`src/design/qke_pkg.sv`:
```
// ----------------------------------------------------------------------------
// qke_pkg
// Shared types, widths and helpers for the point to quad key encoder.
// ----------------------------------------------------------------------------
`default_nettype none

package qke_pkg;

	localparam int COORD_W     = 32;
	localparam int CELL_W      = 32;
	localparam int DEPTH_W     = 5;
	localparam int KEY_W       = 59;
	localparam int CODE_W      = 2 * CELL_W;
	localparam int DEPTH_LIMIT = 29;
	localparam int DIV_STEPS   = CELL_W;
	// offset stage + prep stage + one stage per quotient bit
	localparam int CELL_LAT    = DIV_STEPS + 2;
	// cell pipeline plus the key output register
	localparam int RESULT_LAT  = CELL_LAT + 1;

	typedef logic [CELL_W-1:0] cell_t;

	typedef enum logic [1:0] {
		CFG_LOW_X,
		CFG_LOW_Y,
		CFG_SPAN_X,
		CFG_SPAN_Y
	} cfg_idx_t;

	typedef struct packed {
		logic               vld;
		logic               err;
		logic [DEPTH_W-1:0] depth;
	} key_ctl_t;

	// x into even bits, y into odd bits
	function automatic logic [CODE_W-1:0] interleave(cell_t x, cell_t y);
		logic [CODE_W-1:0] code;
		for (int i = 0; i < CELL_W; i++) begin
			code[2*i]   = x[i];
			code[2*i+1] = y[i];
		end
		return code;
	endfunction

endpackage

`default_nettype wire

```
`src/design/qke_cell.sv`:
```
// ----------------------------------------------------------------------------
// qke_cell
// Offsets one coordinate by the low bound and scales it to a 32-bit cell
// number, floor(off * (2^32-1) / span) with clamping, through a pipelined
// restoring divider that resolves one quotient bit per stage.
// ----------------------------------------------------------------------------
`default_nettype none

module qke_cell import qke_pkg::*; (
	input  wire logic                      clk,
	input  wire logic signed [COORD_W-1:0] coord,
	input  wire logic signed [COORD_W-1:0] low,
	input  wire logic        [CELL_W-1:0]  span,
	output cell_t                          cell_num
);

	// off - 1, so that off > 0 is just a clear sign bit
	logic signed [COORD_W:0] offm1;
	assign offm1 = {coord[COORD_W-1], coord} - {low[COORD_W-1], low} - (COORD_W+1)'(1);

	logic [CELL_W-1:0] offm1_s1;
	logic              pos_s1;

	always_ff @(posedge clk) begin
		offm1_s1 <= offm1[CELL_W-1:0];
		pos_s1   <= ~offm1[COORD_W];
	end

	// off * (2^32-1) = {off-1, -off}; quotient overflows when the high half >= span
	logic [CELL_W-1:0] rem_sn  [DIV_STEPS+1];
	logic [CELL_W-1:0] dq_sn   [DIV_STEPS+1];
	logic              sat_sn  [DIV_STEPS+1];
	logic              zero_sn [DIV_STEPS+1];

	always_ff @(posedge clk) begin
		rem_sn[0]  <= offm1_s1;
		dq_sn[0]   <= ~offm1_s1;
		sat_sn[0]  <= pos_s1 && (offm1_s1 >= span);
		zero_sn[0] <= ~pos_s1;
	end

	for (genvar k = 0; k < DIV_STEPS; k++) begin : g_div
		logic [CELL_W:0]   trial;
		logic [CELL_W-1:0] diff;
		logic              ge;

		assign trial = {rem_sn[k], dq_sn[k][CELL_W-1]};
		// remainder stays below span, so the low bits of the difference suffice
		assign diff  = trial[CELL_W-1:0] - span;
		assign ge    = trial >= {1'b0, span};

		// dividend bits shift out the top, quotient bits shift in the bottom
		always_ff @(posedge clk) begin
			rem_sn[k+1]  <= ge ? diff : trial[CELL_W-1:0];
			dq_sn[k+1]   <= {dq_sn[k][CELL_W-2:0], ge};
			sat_sn[k+1]  <= sat_sn[k];
			zero_sn[k+1] <= zero_sn[k];
		end
	end

	always_comb begin
		if (sat_sn[DIV_STEPS]) begin
			cell_num = '1;
		end else if (zero_sn[DIV_STEPS]) begin
			cell_num = '0;
		end else begin
			cell_num = dq_sn[DIV_STEPS];
		end
	end

endmodule

`default_nettype wire

```
`config.mk`:
```
export PLATFORM = sky130hd
export DESIGN_NAME = qke_cell
export DESIGN_NICKNAME = d
export VERILOG_FILES = /design/src/design/qke_pkg.sv /design/src/design/qke_cell.sv
export SDC_FILE = /design/constraint.sdc
export NUM_CORES = 2
export LEC_CHECK = 0
export BUFFER_PORTS_ARGS = -buffer_cell sky130_fd_sc_hd__buf_4
export CORE_UTILIZATION = 55
export CTS_CLUSTER_DIAMETER = 60
export DETAILED_ROUTE_END_ITERATION = 10
export PLACE_DENSITY = 0.78
export SYNTH_ARGS = -nofsm -noshare
export SYNTH_HDL_FRONTEND = slang
export SYNTH_SLANG_ARGS = --single-unit
export TNS_END_PERCENT = 1
```
`constraint.sdc`:
```
create_clock -name clk -period 4.51 [get_ports clk]
set_input_delay 0.451 -clock clk [delete_from_list [all_inputs] [get_ports clk]]
set_output_delay 0.451 -clock clk [all_outputs]
set_load 0.005 [all_outputs]
```
==> reports/qor.csv <==
stage,metric,value,unit
power_and_ir_drop,overall power,110,mW
yosys,Unique masters post-synth,87,
finish,Nets,13000,
timing,slew margin rel.,24.9,%
die,Initial Utilization,55.3,%
timing,"Slew Viols, Final",0,
timing,Tcrit/Tclk final,90.3,%
yosys,Post-Synthesis Cell Area,106000,µm²
clock_network,CTS H-tree lvls,4,
yosys,Synth top cells by count,"2179 x dfxtp_1, 1088 x ha_1, 971 x a21oi_1",
grt,pin count of the biggest net entering global routing,57,
job,max_cap viols,0,
die,Die Area,195000,µm²
timing,PnR worst setup slack,0.437,ns
detailed_routing,initial DRC count,5771,
die,num ports,129,
yosys,"flops & latches, synth",2179,
yosys,Avg Inst Size Synth,9.36,µm²
clock_network,"Clk Latency, worst-skew pair",0.91,ns
critical_path,"most used cell, CP",o21ai_0,
critical_path,critical path class,flop to flop,
timing,RSZ-0062 raised after global routing,false,
critical_path,reg2reg start,dq_sn[21][31],
yosys,"Seq/Total Area, Yosys",41.0,%
grt,initial antenna violation count,10,
grt,total gr overflow,0,
min_path,hold_sp,coord[29],
grt,global-route wire length before repair,460,mm
min_path,hold depth,5,
detailed_routing,Post-Route WL,301,mm
yosys,Synth area leader,dfxtp_1,
die,core region area,192000,µm²
detailed_routing,vias,85500,
yosys,most frequent cell after synthesis,dfxtp_1,
grt,gr usage total,29.9,%
yosys,Syn. warnings,0,
critical_path,Worst Reg-to-Reg Cells,14,
placement,Placed Instance Area,113000,µm²
finish,area delta synth->final,14.1,%
yosys,post-synth top area share,41.0,%
clock_network,root buf cell,clkbuf_16,
timing,Fmax,0.246,GHz
min_path,Worst Hold Class,input port to flop,
finish,final core occ,63.1,%
grt,vias in the first global route,82900,
yosys,Post-synth EDFFs,0,
critical_path,CP Capture Type,flop,
placement,placer congestion estimate,0.959,
detailed_routing,Via density,5.88,
die,Die Wd,442,µm
yosys,Post-synth top flop,dfxtp_1,
placement,HPWL Detailed,229,mm
critical_path,CP cell instances,"inv_1, ha_1, fa_1, nor2b_1, o21ai_0, a21boi_0, o22a_1, a311oi_1, o31a_1, o21ai_0, a21o_1, a21oi_1, xnor2_1, mux2_2",
critical_path,Worst Path Arrival,4.81,ns
clock_network,Bufs on Longest Clock Path,3,
timing,Setup Skew,0.0740,ns
min_path,Worst Hold End,offm1_s1[30],
timing,final hold vios,0,
detailed_routing,Residual DRC,0,
power_and_ir_drop,Pleak,54.5,nW
critical_path,slowest cell delay on critical path,0.52,ns
critical_path,worst r2r dst,rem_sn[0][728],
clock_network,CTS tree,yes,
die,die height,442,µm
power_and_ir_drop,Max VDD drop,0.000537,V
clock_network,post-cts sizing count,0,
clock_network,register clock-pin slew on the reported worst setup and hold paths,0.06,ns
die,# rows,161,
critical_path,CP Max Fanout,4,
yosys,"Async S/R FF share, synth",0,%
critical_path,CP startpoint kind,flop,
power_and_ir_drop,Power Density,903,nW/µm²
placement,port bufs,128,
clock_network,total CTS buffers,225,
critical_path,"Data required, critical path",5.25,ns
finish,layout cells sized above 1,10.9,%
timing,Final Setup Violations,0,
detailed_routing,WL/cell,20.7,µm
yosys,"Net Count, Synth",12600,
yosys,Synth area leaders,"dfxtp_1 41%, ha_1 13%, a21oi_1 4.6%",
timing,worst slew pin tran,1.13,ns
critical_path,slowest CP cell,o21ai_0,
clock_network,Clock Sinks,2179,
timing,fin crit period,4.07,ns
timing,setup total negative slack,0,ns
placement,setup slack at placement,0.00901,ns
yosys,Cells after Synth,11400,
critical_path,reg2reg setup slack,0.44,ns
run_status,status,finished clean,
detailed_routing,Final ANT Viol Nets,0,
detailed_routing,drt first pass iters,6,
finish,Final Cell Area,121000,µm²
==> worst max-delay path: cells and delay by family, from the launching register on <==
kind | cells | cell delay [ns]
AOI/OAI and AO/OA | 8 | 2.21
adders and majority gates | 2 | 0.62
and+or+nand+nor | 1 | 0.14
DFF | 1 | 0.43
muxes | 1 | 0.30
buffers and inverters | 1 | 0.07
xor gates and xnor gates | 1 | 0.13
==> where the power goes <==
| part | internal [mW] | total (mW) | switching [mW] |
|---|---|---|---|
| Combinational | 25.7 | 56.6 | 30.9 |
| Clock | 11.5 | 19.6 | 8.14 |
| Sequential | 28.3 | 33.4 | 5.15 |
==> layout by cell type, fill, tap and decap left out, types with 375 or more instances in the layout <==
| master | synthesis | final |
|---|---|---|
| a21o_1 | 607 | 607 |
| a21oi_1 | 971 | 969 |
| buf_4 | 1 | 408 |
| dfxtp_1 | 2179 | 2178 |
| ha_1 | 1088 | 1088 |
| nand2_1 | 947 | 947 |
| nor2_1 | 605 | 605 |
| o21ai_0 | 931 | 930 |
| xnor2_1 | 494 | 494 |
| xor2_1 | 375 | 375 |
==> metrics by stage <==
step / hold WS, ns / std cells
global placement: 0.310 / 14100
CTS: 0.00165 / 14500
detailed placement: 0.312 / 14100
global route: 0.0265 / 14500
finish: 0.0654 / 14500
floorplan: 0.310 / 11400
==> routing by layer <==
layer  routed length [µm]  share of wire, %  vias to the layer above  track usage, %
met3                17600               5.8                      848            4.29
met2               140000                46                     2891            50.2
met5                   20            0.0066                        -               0
met1               126000                42                    40000            36.8
li1                     -                 -                    41700               -
met4                17900               5.9                        4            16.4
==> layout make-up <==
class / instances / area (µm²)
Inverter: 393 / 1480
Tap cell: 2526 / 3160
Antenna cell: 8 / 20.0
Clock inverter: 118 / 1700
Multi-Input combinational cell: 8509 / 60300
Fill cell: 15800 / 71000
Sequential cell: 2179 / 43600
Timing Repair Buffer: 502 / 4590
Clock buffer: 304 / 6430
==> flip-flops by register name, summed over array words and instances, names as in the netlist <==
name and cells:
zero_sn 33, sat_sn 33, rem_sn 1024, offm1_s1 32
dq_sn 1056, pos_s1 1
==> timing repair <==
item,in CTS,in global routing
buffers inserted,0,0
endpoints found under the hold margin,23,0
hold buffers,35,0
==> cells by family (layout without fill, tap and decap cells) <==
| family | count (synthesis) | count (layout) | share of synthesized area, % |
|---|---|---|---|
| adders and majority gates | 1120 | 1120 | 13.4 |
| and+or+nand+nor | 2688 | 2688 | 11.9 |
| xor gates and xnor gates | 869 | 869 | 7.16 |
| other | 0 | 8 | 0 |
| DFF | 2179 | 2179 | 41.0 |
| muxes | 376 | 376 | 3.94 |
| buffers and inverters | 682 | 1317 | 2.42 |
| AOI/OAI and AO/OA | 3456 | 3456 | 20.1 |
==> worst max path at each step <==
stage	slack (ns)	end	start	cells after the start
after floorplan	0.04	rem_sn[0][312]	span[14]	16
after global placement	-0.00005	rem_sn[0][63]	span[9]	15
after detailed placement	0.009	rem_sn[0][63]	span[9]	15
after CTS	0.47	rem_sn[0][728]	dq_sn[21][31]	14
after global routing	0.27	rem_sn[0][728]	dq_sn[21][31]	14
final	0.44	rem_sn[0][728]	dq_sn[21][31]	14
No activity file was read; power rests on OpenSTA's default activity.
