--- src/design/qke_pkg.sv ---
// ----------------------------------------------------------------------------
// qke_pkg
// Shared types, widths and helpers for the point to quad key encoder.
// ----------------------------------------------------------------------------
`default_nettype none

package qke_pkg;

	localparam int COORD_W     = 32;
	localparam int CELL_W      = 32;
	localparam int DEPTH_W     = 5;
	localparam int KEY_W       = 59;
	localparam int CODE_W      = 2 * CELL_W;
	localparam int DEPTH_LIMIT = 29;
	localparam int DIV_STEPS   = CELL_W;
	// offset stage + prep stage + one stage per quotient bit
	localparam int CELL_LAT    = DIV_STEPS + 2;
	// cell pipeline plus the key output register
	localparam int RESULT_LAT  = CELL_LAT + 1;

	typedef logic [CELL_W-1:0] cell_t;

	typedef enum logic [1:0] {
		CFG_LOW_X,
		CFG_LOW_Y,
		CFG_SPAN_X,
		CFG_SPAN_Y
	} cfg_idx_t;

	typedef struct packed {
		logic               vld;
		logic               err;
		logic [DEPTH_W-1:0] depth;
	} key_ctl_t;

	// x into even bits, y into odd bits
	function automatic logic [CODE_W-1:0] interleave(cell_t x, cell_t y);
		logic [CODE_W-1:0] code;
		for (int i = 0; i < CELL_W; i++) begin
			code[2*i]   = x[i];
			code[2*i+1] = y[i];
		end
		return code;
	endfunction

endpackage

`default_nettype wire

--- src/design/qke_key.sv ---
// ----------------------------------------------------------------------------
// qke_key
// Interleaves the two cell numbers, keeps the top 2*depth bits under a
// marker bit, zeroes the key on a depth error and registers the result with its strobe.
// ----------------------------------------------------------------------------
`default_nettype none

module qke_key import qke_pkg::*; (
	input  wire logic             clk,
	input  wire logic             arst_n,
	input  wire key_ctl_t         ctl,
	input  wire cell_t            cell_x,
	input  wire cell_t            cell_y,
	output logic                  done,
	output logic [KEY_W-1:0]      tile_key,
	output logic                  depth_error
);

	localparam int SHAMT_W = $clog2(CODE_W + 1);

	logic [CODE_W-1:0]  code;
	logic [SHAMT_W-1:0] shamt;
	logic [CODE_W:0]    marked;
	logic [KEY_W-1:0]   key;

	assign code  = interleave(cell_x, cell_y);
	// marker sits just above the code, so depth zero leaves the marker alone
	assign shamt  = SHAMT_W'(CODE_W) - SHAMT_W'({ctl.depth, 1'b0});
	assign marked = {1'b1, code} >> shamt;
	assign key    = ctl.err ? '0 : marked[KEY_W-1:0];

	logic             done_q;
	logic [KEY_W-1:0] key_q;
	logic             err_q;

	always_ff @(posedge clk or negedge arst_n) begin
		if (!arst_n) begin
			done_q <= 1'b0;
		end else begin
			done_q <= ctl.vld;
		end
	end

	always_ff @(posedge clk) begin
		key_q <= key;
		err_q <= ctl.err;
	end

	assign done        = done_q;
	assign tile_key    = key_q;
	assign depth_error = err_q;

endmodule

`default_nettype wire

--- config.mk ---
export PLATFORM = sky130hd
export DESIGN_NAME = qke_key
export DESIGN_NICKNAME = d
export VERILOG_FILES = /design/src/design/qke_pkg.sv /design/src/design/qke_key.sv
export SDC_FILE = /design/constraint.sdc
export NUM_CORES = 1
export LEC_CHECK = 0
export ABC_AREA = 0
export ABC_CLOCK_PERIOD_IN_PS = 800
export BUFFER_PORTS_ARGS = -buffer_cell sky130_fd_sc_hd__buf_4
export CAP_MARGIN = 20
export CORE_MARGIN = 1.5
export CORE_UTILIZATION = 57
export CTS_CLUSTER_SIZE = 8
export DETAILED_ROUTE_END_ITERATION = 10
export PLACE_DENSITY = 0.95
export RECOVER_POWER = 100
export SYNTH_ARGS = -nofsm -noshare
export SYNTH_HDL_FRONTEND = slang
export SYNTH_SLANG_ARGS = --single-unit
--- constraint.sdc ---
create_clock -name clk -period 0.8 [get_ports clk]
set_input_delay 0.04 -clock clk [delete_from_list [all_inputs] [get_ports clk]]
set_output_delay 0.04 -clock clk [all_outputs]
set_load 0.05 [all_outputs]
==> metrics.md, run 1 <==
| Metric | Value |
|---|---|
| Error msg | [ERROR DPL-0038] Utilization greater than 100%, impossible to legalize |
| Synthesized cell area | 4720 sq um |
| Die Ht | 94.0 microns |
| Inserted Clock Buffers | 9 |
| Placer Congestion | 1.12 |
| Die Span X | 94.0 microns |
| DP Wirelength | 14.3 mm |
| Mapped Cells | 477 |
| Syn_nets | 552 |
| Outcome | stopped before the end |
| Port Buffer Count | 133 |
| Sequential area share after synthesis | 26.0% |
| Std cell rows | 33 |
| YS warnings | 0 |
| Clk root buf | clkbuf_8 |
| Synthesis-stage register bit count | 61 |
| Stopping stage | 4_1_cts |
| Number of synthesized flops with an enable pin | 0 |
| Post-CTS setup buffers | 29 |
| Clock sink count | 61 |
| Top cells by area, synth | mux4_2 (26%), dfxtp_1 (25%), mux2i_1 (13%), nand2_1 (7.2%), a32o_1 (3.6%) |
| Count of cell types in the netlist | 45 |
| Clk buf depth | 2 |
| Area fraction of the dominant cell type after synthesis | 25.7% |
| Avg Cell Area, Syn | 9.90 sq um |
| Top_reg_cell synth | dfxtp_1 |
| Initial Util | 58.1% |
| Cts hold-fix bufs | 4 |
| Synth area leader | mux4_2 |
| H-tree Lvls | 3 |
| Gates resized, CTS repair | 260 |
| # IOs | 134 |
| Share of async-settable or async-resettable flops after synthesis | 1.64% |
-- logic make-up after synthesis --
kind of cell | count (synthesis) | synth area share [%]
xor+xnor | 6 | 1.51
mux | 120 | 39.8
buf+inv | 48 | 4.58
compound gates | 79 | 11.8
simple gates | 161 | 15.8
fa+ha+maj | 2 | 0.530
flops | 61 | 26.0
-- synth_stat cells, types with 3 or more instances --
master / n
mux2i_1: 62
inv_1: 3
nand3_1: 14
buf_2: 14
buf_4: 3
clkbuf_1: 21
o21ai_0: 6
mux2_2: 4
buf_1: 5
nor3_1: 3
and3_1: 12
a31oi_1: 4
and2_1: 17
mux4_2: 54
o22ai_1: 7
nor3b_1: 3
a32o_1: 17
o32ai_1: 5
nand2_1: 90
a21oi_1: 27
nor2_1: 12
dfxtp_1: 60
xnor2_1: 3
-- through the flow --
step	setup slack (ns)	std cells	cell area, sq um
3_5_place_dp	-1.22	764	6630
3_3_place_gp	-1.14	764	6630
2_1_floorplan	-1.08	477	4990
==> run 2, diff against run 1 <==
--- a/config.mk
+++ b/config.mk
@@ -10,10 +10,9 @@
 export BUFFER_PORTS_ARGS = -buffer_cell sky130_fd_sc_hd__buf_4
 export CAP_MARGIN = 20
 export CORE_MARGIN = 1.5
-export CORE_UTILIZATION = 57
-export CTS_CLUSTER_SIZE = 8
+export CORE_UTILIZATION = 40
 export DETAILED_ROUTE_END_ITERATION = 10
-export PLACE_DENSITY = 0.95
+export PLACE_DENSITY_LB_ADDON = 0.15
 export RECOVER_POWER = 100
 export SYNTH_ARGS = -nofsm -noshare
 export SYNTH_HDL_FRONTEND = slang
==> run 2 against run 1 <==
Net effect: the flow now finishes, with violations (negative setup slack); area after synthesis unchanged; synthesized cell count unchanged.
==> metrics.md, run 2 <==
| Metric | Value |
|---|---|
| Residual DRC count | 0 |
| RSZ-0062 raised after global routing | yes |
| Total power | 15.5 mW |
| Failing checks | negative setup slack |
| GR Util All Layers | 30.7% |
| Most frequent cell after synthesis | nand2_1 |
| Die area | 12500 sq um |
| Outcome | finished with violations |
| Static leakage | 3.87 nW |
| Port Buffer Count | 133 (unchanged) |
| Syn_nets | 552 (unchanged) |
| Largest register FFs | 59 |
| Placed cell areas | 6950 sq um (+4.9%) |
| Pre-Repair DR Iteration Count | 5 |
| Die Ht | 112 microns (+19%) |
| Least-Margin Pin Slew | 0.414 ns |
| Placer Congestion | 0.948 (-15%) |
| Max Slew Vio Count | 0 |
| Core area | 11500 sq um |
| Startpoint Class | primary input |
| Crit-path max FO | 9 |
| Area fraction of the dominant cell type after synthesis | 25.7% (unchanged) |
| TritonCTS clock tree | done |
| Area grow syn2layout | 89.9% |
| Final period util | 205% |
| DP Wirelength | 14.3 mm (-0.11%) |
| YS warnings | 0 (unchanged) |
| Reg clk slew, reported paths | 0.05 ns |
| Final hold vios | 0 |
| CP required | 1.02 ns |
| Most frequent cells in the layout | buf_4 (180), nand2_1 (83), dfxtp_2 (59), mux4_2 (54), buf_6 (48) |
| Most common cell after layout, fill and taps aside | buf_4 |
| Inserted Clock Buffers | 9 (unchanged) |
| Largest net degree at the start of global routing | 35 |
| DR WL/cell | 22.2 microns |
| Top cells by area, synth | mux4_2 (26%), dfxtp_1 (25%), mux2i_1 (13%), nand2_1 (7.2%), a32o_1 (3.6%) |
| Inst Count DP | 829 (+8.5%) |
| Sequential area share after synthesis | 26.0% (unchanged) |
| Routed wire length | 20.1 mm |
| Synthesis-stage register bit count | 61 (unchanged) |
| Antenna violations before repair | 0 |
| DRT antenna net count | 0 |
| Count of cell types in the netlist | 45 (unchanged) |
| Top_reg_cell synth | dfxtp_1 |
| Max-Cap Viols | 0 |
| Max Clock Freq | 610 MHz |
| ANT cells | 0 |
| Tmin final | 1.64 ns |
| Avg Cell Area, Syn | 9.90 sq um (unchanged) |
| Share of async-settable or async-resettable flops after synthesis | 1.64% (unchanged) |
| Layout Cells excl Fill | 904 |
| First-pass GRT wire length | 29.2 mm |
| Layout cell share with drive strength beyond 1 | 69.9% |
| Mapped Cells | 477 (unchanged) |
| Clk root buf | clkbuf_16 |
| Synthesized cell area | 4720 sq um (unchanged) |
| Most frequent cells after synthesis | nand2_1 (90), mux2i_1 (62), dfxtp_1 (60), mux4_2 (54), a21oi_1 (27) |
| Vias in the first global route | 5148 |
| Final WS setup | -0.839 ns |
| Std cell rows | 39 (+18%) |
| H-tree Lvls | 3 (unchanged) |
| Setup-failing EPs final | 120 |
| Synth area leader | mux4_2 |
| Clock sink count | 61 (unchanged) |
| Die Span X | 112 microns (+19%) |
| Clk buf depth | 2 (unchanged) |
| Max-slew headroom | 71.6% |
| Arrival time of the worst setup path | 1.86 ns |
| Endpoint class of the critical path | register |
| Number of synthesized flops with an enable pin | 0 (unchanged) |
| Final Instance Area | 8970 sq um |
| Worst hold path type | in -> async |
| PD cells | 1730 nW/um^2 |
| Crit Path Class | in -> reg |
| # IOs | 134 (unchanged) |
| Vias after detailed routing | 5345 |
| Initial Util | 41.2% (-17 points) |
| Peak supply drop | 1890 uV |
| Initial DRC Count | 383 |
| Layout Nets | 831 |
| Remaining Overflow, GRT | 0 |
| Fin Hold WS | 0.0305 ns |
| Vias per inst | 5.91 |
## run 2: metal layers
metal	vias up	share of wire [%]	global-route usage, %
li1	2387	-	-
met1	2600	41	41.7
met2	322	47	48.9
met3	36	8.8	6.80
met4	0	3.0	10.1
met5	-	0	0
## run 2: area by class of cell
class / count / area (sq um)
clock buffers: 11 / 233
clock inverters: 5 / 27.5
fillers: 763 / 2500
inverters: 4 / 30.0
multi-input cells: 369 / 3920
flip-flops and latches: 61 / 1300
well taps: 143 / 179
repair buffers: 311 / 3280
## run 2: per-stage QoR
step / util, % / TNS, ns / setup WS, ns
after floorplan: - / -56.60 / -1.08
after global placement: 60.6 / -66.09 / -1.37
after detailed placement: 60.6 / -67.28 / -1.37
after CTS: 72.8 / -41.82 / -0.773
after global routing: 78.2 / -46.36 / -0.851
final: 78.2 / -43.17 / -0.839
## run 2: kinds of logic after synthesis
| kind of cell | share of synthesized area, % |
|---|---|
| mux | 39.8 |
| buf+inv | 4.58 |
| simple gates | 15.8 |
| fa+ha+maj | 0.530 |
| xor+xnor | 1.51 |
| flops | 26.0 |
| compound gates | 11.8 |
## run 2: critical path, cell delays in order
cell and delay (ns):
buf_8 0.10, or3_4 0.42, xnor2_4 0.23, buf_12 0.18
buf_12 0.15, mux2i_2 0.27, mux2i_2 0.14, a221o_1 0.31
## run 2: report_power, final
part | internal [mW] | switching (mW)
Combinational | 4.22 | 4.26
Sequential | 3.43 | 0.194
Clock | 2.07 | 1.34
## run 2: worst max path at each step
stage	depth (start not counted)	endpoint	startpoint	slack [ns]
after floorplan	11	tile_key[0]$_SDFF_PP0_	ctl[0]	-1.08
after global placement	9	tile_key[0]$_SDFF_PP0_	ctl[0]	-1.37
after detailed placement	9	tile_key[0]$_SDFF_PP0_	ctl[0]	-1.37
after CTS	9	tile_key[2]$_SDFF_PP0_	ctl[0]	-0.77
after global routing	8	tile_key[0]$_SDFF_PP0_	ctl[1]	-0.85
final	8	tile_key[0]$_SDFF_PP0_	ctl[1]	-0.84
## run 2: timing repair
item,CTS,global route
hold buffers,3,0
gates cloned,7,5
endpoints found under the hold margin,3,0
buffers inserted,25,22
setup endpoints to repair,120,120
pin swaps,18,26
resized for setup,230,75
Note: power is estimated with default switching activity, not from simulation.
